**config.mk**
```make
export PLATFORM = sky130hd
export DESIGN_NAME = htep_bit_packer
export DESIGN_NICKNAME = d
export VERILOG_FILES = /design/src/hdl/htep_pkg.sv /design/src/hdl/htep_bit_packer.sv
export VERILOG_INCLUDE_DIRS = /design/src /design/src/hdl
export SDC_FILE = /design/constraint.sdc
export NUM_CORES = 1
export LEC_CHECK = 0
export ABC_CLOCK_PERIOD_IN_PS = 4200
export BUFFER_PORTS_ARGS = -buffer_cell sky130_fd_sc_hd__buf_4
export CORE_ASPECT_RATIO = 0.8
export CORE_MARGIN = 8
export CORE_UTILIZATION = 50
export DETAILED_ROUTE_END_ITERATION = 6
export PLACE_DENSITY = 0.71
export SYNTH_ARGS = -nofsm -noshare
export SYNTH_HDL_FRONTEND = slang
export SYNTH_SLANG_ARGS = --single-unit
```
**constraint.sdc**
```tcl
create_clock -name aclk -period 4.2 [get_ports aclk]
set_input_delay 0.42 -clock aclk [delete_from_list [all_inputs] [get_ports aclk]]
set_output_delay 0.42 -clock aclk [all_outputs]
set_load 0.01 [all_outputs]
```
**src/hdl/huffman_table_encoder_packer_unit_assert.svh**
```systemverilog
// Assertion macros shared by the packer RTL.
`ifndef HUFFMAN_TABLE_ENCODER_PACKER_UNIT_ASSERT_SVH
`define HUFFMAN_TABLE_ENCODER_PACKER_UNIT_ASSERT_SVH

`ifndef SYNTHESIS
`define HTEP_ASSERT(lbl, prop) \
    lbl: assert property (@(posedge aclk) disable iff (!aresetn) prop) \
        else $error("htep assertion failed");
`define HTEP_ASSERT_IMPL(lbl, ante, cons) \
    lbl: assert property (@(posedge aclk) disable iff (!aresetn) (ante) |-> (cons)) \
        else $error("htep implication failed");
`else
`define HTEP_ASSERT(lbl, prop)
`define HTEP_ASSERT_IMPL(lbl, ante, cons)
`endif

`endif

```
**src/hdl/htep_pkg.sv**
```systemverilog
package htep_pkg;

    localparam int WORD_BITS        = 24;
    localparam int BYTE_BITS        = 8;
    localparam int TOP_BIT          = 7;
    localparam int SYM_BITS         = 8;
    localparam int LEN_IN_BITS      = 5;
    localparam int TABLE_DEPTH      = 256;
    localparam int MAX_CODE_LEN_DEF = 24;

    typedef enum logic [1:0] {
        CMD_LOAD   = 2'd0,
        CMD_ENCODE = 2'd1,
        CMD_FLUSH  = 2'd2
    } cmd_t;

    typedef enum logic [1:0] {
        ST_IDLE,
        ST_LOOKUP,
        ST_SHIFT,
        ST_FLUSH
    } state_t;

    typedef struct packed {
        logic start;
        logic flush;
    } pk_ctrl_t;

    typedef struct packed {
        logic busy;
        logic flush_done;
    } pk_stat_t;

endpackage

```
**src/hdl/htep_bit_packer.sv**
```systemverilog
`include "huffman_table_encoder_packer_unit_assert.svh"

module htep_bit_packer #(
    parameter int MAX_CODE_LEN = htep_pkg::MAX_CODE_LEN_DEF
) (
    input  logic                         aclk,
    input  logic                         aresetn,
    input  htep_pkg::pk_ctrl_t           ctrl,
    output htep_pkg::pk_stat_t           stat,
    input  logic [((MAX_CODE_LEN < htep_pkg::WORD_BITS) ?
                   MAX_CODE_LEN : htep_pkg::WORD_BITS)-1:0] code_in,
    input  logic [$clog2(((MAX_CODE_LEN < htep_pkg::WORD_BITS) ?
                   MAX_CODE_LEN : htep_pkg::WORD_BITS) + 1)-1:0] len_in,
    output logic                         m_tvalid,
    input  logic                         m_tready,
    output logic [htep_pkg::BYTE_BITS-1:0] m_tdata,
    output logic                         m_tlast
);
    import htep_pkg::*;

    localparam int CODE_W = (MAX_CODE_LEN < WORD_BITS) ? MAX_CODE_LEN : WORD_BITS;
    localparam int LEN_W  = $clog2(CODE_W + 1);

    logic [CODE_W-1:0]    code_reg, code_next;
    logic [LEN_W-1:0]     cnt_reg, cnt_next;
    logic [BYTE_BITS-1:0] part_reg, part_next;
    logic [2:0]           fill_reg, fill_next;
    logic                 m_tvalid_reg, m_tvalid_next;
    logic [BYTE_BITS-1:0] m_tdata_reg, m_tdata_next;
    logic                 m_tlast_reg, m_tlast_next;

    logic                 out_free;
    logic                 byte_full;
    logic                 step;
    logic                 do_flush;
    logic [BYTE_BITS-1:0] part_bit;

    assign out_free  = !m_tvalid_reg || m_tready;
    assign byte_full = (fill_reg == 3'(TOP_BIT));
    assign step      = (cnt_reg != '0) && (!byte_full || out_free);
    assign do_flush  = ctrl.flush && (cnt_reg == '0) && out_free;

    always_comb begin
        part_bit = part_reg;
        part_bit[3'(TOP_BIT) - fill_reg] = code_reg[CODE_W-1];

        code_next     = code_reg;
        cnt_next      = cnt_reg;
        part_next     = part_reg;
        fill_next     = fill_reg;
        m_tvalid_next = m_tvalid_reg && !m_tready;
        m_tdata_next  = m_tdata_reg;
        m_tlast_next  = m_tlast_reg;

        if (ctrl.start) begin
            code_next = code_in;
            cnt_next  = len_in;
        end else if (step) begin
            code_next = code_reg << 1;
            cnt_next  = cnt_reg - 1'b1;
            if (byte_full) begin
                // last byte of this symbol when fewer than a byte of bits remain
                m_tvalid_next = 1'b1;
                m_tdata_next  = part_bit;
                m_tlast_next  = (32'(cnt_reg) <= 32'(BYTE_BITS));
                part_next     = '0;
                fill_next     = '0;
            end else begin
                part_next = part_bit;
                fill_next = fill_reg + 1'b1;
            end
        end else if (do_flush) begin
            m_tvalid_next = 1'b1;
            m_tdata_next  = part_reg;
            m_tlast_next  = 1'b1;
            part_next     = '0;
            fill_next     = '0;
        end
    end

    always_ff @(posedge aclk) begin
        if (!aresetn) begin
            cnt_reg      <= '0;
            part_reg     <= '0;
            fill_reg     <= '0;
            m_tvalid_reg <= 1'b0;
        end else begin
            cnt_reg      <= cnt_next;
            part_reg     <= part_next;
            fill_reg     <= fill_next;
            m_tvalid_reg <= m_tvalid_next;
        end
    end

    always_ff @(posedge aclk) begin
        code_reg    <= code_next;
        m_tdata_reg <= m_tdata_next;
        m_tlast_reg <= m_tlast_next;
    end

    assign stat.busy       = (cnt_reg != '0);
    assign stat.flush_done = do_flush;
    assign m_tvalid        = m_tvalid_reg;
    assign m_tdata         = m_tdata_reg;
    assign m_tlast         = m_tlast_reg;

    `HTEP_ASSERT_IMPL(a_start_when_idle, ctrl.start, cnt_reg == '0)
    `HTEP_ASSERT(a_stall_holds, (cnt_reg != '0 && byte_full && !out_free) |=> $stable(cnt_reg))
    `HTEP_ASSERT(a_flush_clears, do_flush |=> (fill_reg == '0 && part_reg == '0 && m_tvalid_reg))

endmodule

```
# Word level (Yosys, flattened, before mapping)
# Cells that the tools add are included.
# totals
word_cells	55
input_bits	34
register_bits	50
output_inout_bits	12
# classes
bitwise_logic	1
order_cmp	3
n_eq_ne	2
add_sub_neg	3
n_reduce_logical	16
mux	23
# ops
op	n
$mux 24	2
$mux 8	6
$mux 5	2
$mux 3	3
$bwmux 8	1
$mux 1	8
$le 5x4->1 const B	1
$logic_and 1x1->1	5
$logic_not 5->1	1
$reduce_bool 5->1	1
$sub 5x1->5 const B	1
$lt 3x4->1 const B	1
$reduce_bool 2->1	2
$add 3x1->3 const B	1
$demux 1 s3	1
$eq 3x3->1 const B	1
$ge 3x1->1 const B	1
$logic_not 1->1	3
$reduce_and 3->1	1
$sub 3x3->3 const A	1
$logic_or 1x1->1	2
$ne 2x2->1 const B	1
$reduce_and 2->1	1
$not 1->1	1

# Logic depth before layout (Yosys ltp)
# logic_depth
word_depth	8
mapped_depth	8
depth_no_buf	7

# Least setup slack after synthesis
# OpenSTA, ideal clock, no wires.
# synth_path
path_type	register to register
startpoint	reg fill_reg[0]
endpoint	reg code_reg[0], enable pin
slack_ns	2.076
stages_incl_launch_ff	7
required_ns	3.819
setup_ns	0.381
arrival_time_ns	1.743
path_buffers	1
period_less_slack_ns	2.124
cell_sequence	dfxtp_1 ha_1 ha_1 nand3b_1 nand2_4 buf_8 nand2_1
# synth_via
elab_chain_cells	5
# synth_lines
element	line_no	source
from (decl)	htep_bit_packer.sv:27	logic [2:0] fill_reg, fill_next;
from (signal assigned)	htep_bit_packer.sv:90	fill_reg <= fill_next;
$eq 3x3->1	htep_bit_packer.sv:39	assign byte_full = (fill_reg == 3'(TOP_BIT));
$logic_not 1->1	htep_bit_packer.sv:40	assign step = (cnt_reg != '0) && (!byte_full || out_free);
$logic_or 1x1->1	htep_bit_packer.sv:40	
$logic_and 1x1->1	htep_bit_packer.sv:40	
$reduce_bool 2->1 (no source line)	n/a	
to (signal assigned)	htep_bit_packer.sv:96	code_reg <= code_next;
to (decl)	htep_bit_packer.sv:24	logic [CODE_W-1:0] code_reg, code_next;
# Every way passes these cells.
# A chain may end at the register's enable or synchronous reset.

# Worst setup path in the final report
# layout_path
startpoint	reg fill_reg[0]
endpoint	reg code_reg[13], enable pin
# The elaborated chain is that of the path after synthesis.

==> flow_summary.yaml <==
critical_path:
  crit_required_ps: 4020
  crit_chain: "ha_1 -> ha_1 -> nand3b_1 -> nand2_4 -> nand2_1"
  path_class: "reg2reg"
  worst_path_most_repeated_cell: "ha_1"
  rr_worst_depth: 5
  crit_slowest_cell: "nand2_1"
  crit_arrival_ps: 2550
  cp-start-kind: "flop"
  crit_path_end_kind: "flop"
  cp_max_fo: 24
  slowest_delay_ps: 630
finish:
  area.growth.synth_to_final_pct: 20.3
  finish.utilization_pct: 63.2
  drive_gt1_share_pct: 41.1
  nets: 273
  largest_reg_flops: 24
  diodes: 0
synth:
  postSynthCellCount: 194
  synthFlopType: "edfxtp_1"
  ys_types: 46
  synth_top_area_share_pct: 40.8
  synth_seq_cells: 50
  synth_edf_count: 33
  syn_area_um2: 2430
  synth_area_leaders: "edfxtp_1, dfxtp_1, mux2_2, mux2_4, a211o_1"
  yosys_warnings: 0
  seq_area_frac_synth_pct: 54.8
  yosysTopAreaCell: "edfxtp_1"
  syn_area_per_cell_um2: 12.5
  synthArstFlopShare_pct: 0
  syn-num-nets: 232
die:
  die_h_um: 78.4
  core-area_um2: 4620
  die_w_um: 94.0
  io_pins: 46
  rows: 22
  dieArea_um2: 7360
  start_util_pct: 52.6
global_routing:
  antenna_found_initial: 0
  grt_use_total_pct: 13.1
  gr-total-overflow: 0
  grt_pass1_wl_mm: 7.68
  grt_pass1_vias: 1591
  grt_max_degree: 39
placement:
  gp_routability_congestion: 0.863
  port-buffer-count: 45
  hpwl_mm: 3.21
pwr:
  cellLeakagePower_nw: 1.25
  internal-power_mw: 0.916
  seq_power_share_pct: 51.8
  p_per_area_nw_per_um2: 405
  p_sw_share_pct: 22.7
  combPwrFrac_pct: 14.6
  p_switching_mw: 0.269
  vdd_ir_drop_max_v: 0.000240
  clock_power_share_pct: 33.6
  total_power_mw: 1.19
timing:
  rsz0062_at_grt: "no"
  final.period_utilization_pct: 65.1
  fmax_mhz: 366
  timing.hold.ws_ps: 354
  tightest_slew_ps: 1030
  hold_viol_final: 0
  relSlewSlack_pct: 31.5
  slew_violations: 0
  min_period_ps: 2730
  fin_skew_ps: 6.11
  finalSetupTns_ps: 0
  setup_viol: 0
status:
  status: "completed"
cts:
  cts_made_buffers: 5
  cts_max_level: 2
  post_cts_buffers: 0
  clk_path_buf_depth: 2
  cts_num_sinks: 50
  cts-root-buf: "clkbuf_8"
  clkTransAtPathRegs_ps: 90
  ctsResizeCount: 0
  worstSkewPairLatency_ps: 300
  cts_hold_buf: 0
  cts_tree: "built"
detailed_routing:
  via_per_inst: 5.43
  wl_mm: 4.66
  drt_iter0_drc: 98
  route.detailed.drc: 0
  firstDrtPassIters: 4
  wl_per_cell_um: 15.8
  ant_nets: 0
  vias: 1608
flow_run:
  max_cap_violations: 0
min_path:
  hold_path_class: "in2reg"
  hold_path_depth: 3
## worst max-delay path: cells and delay by family (launching register included)
kind | cells | cell delay (ps)
flops | 1 | 570
simple gates | 3 | 1220
fa+ha+maj | 2 | 450
## logic make-up after synthesis
| kind of cell | share of synthesized area (%) |
|---|---|
| mux | 16.0 |
| compound gates | 8.75 |
| simple gates | 14.3 |
| flops | 54.8 |
| xor+xnor | 0.721 |
| fa+ha+maj | 2.06 |
| buf+inv | 3.45 |
## cell type report
type                    instances  area (um^2)
fillers                       381         1700
flip-flops and latches         50         1330
multi-input cells             127         1020
repair buffers                 46          345
well taps                      60         75.1
clock buffers                   5         68.8
clock inverters                 3         68.8
inverters                       5         18.8
## layer usage
| metal | up-vias | GRT usage (%) | part of all wire (%) |
|---|---|---|---|
| li1 | 798 | - | - |
| met1 | 765 | 17.1 | 47 |
| met2 | 38 | 19.5 | 45 |
| met3 | 7 | 4.75 | 6.4 |
| met4 | 0 | 4.74 | 1.6 |
| met5 | - | 0 | 0 |
## layout by cell type (no fill, tap or decap), types with 7 or more instances in the layout
cell	instances
a211o_1	8
nor2_1	18
mux2_2	26
dfxtp_1	17
and3_1	7
buf_4	46
edfxtp_1	33
## final timing paths
path	start	endpoint	slack [ps]
worst min-delay path	len_in[2]	cnt_reg[2]	350
worst max-delay path	fill_reg[0]	code_reg[13]	1470
worst max register to register	fill_reg[0]	code_reg[13]	1470
worst min register to register	part_reg[0]	part_reg[0]	490
## metrics by stage
stage / setup slack (ps) / area [um^2] / instances
after floorplan: 2080 / 2430 / 194
after global placement: 1590 / 2790 / 288
after detailed placement: 1510 / 2790 / 288
after CTS: 1470 / 2920 / 296
after global routing: 1270 / 2920 / 296
final: 1470 / 2920 / 296
## Yosys cell counts (all sizes together) (4+ instances only)
cell,n
a21oi,5
nand2,6
clkbuf,5
edfxtp,33
nand3,4
o21ai,5
mux2,31
buf,7
nor2,23
nand3b,4
inv,5
a211o,8
and3,7
dfxtp,17
ha,4
## power groups by stage
stage | sequential [mW] | combinational, mW | clock [mW]
after floorplan | 0.615 | 0.126 | 0
after global placement | 0.623 | 0.170 | 0
after detailed placement | 0.626 | 0.174 | 0
after CTS | 0.614 | 0.176 | 0.408
after global routing | 0.620 | 0.191 | 0.424
final | 0.614 | 0.174 | 0.398
(Power assumes the default switching activity.)
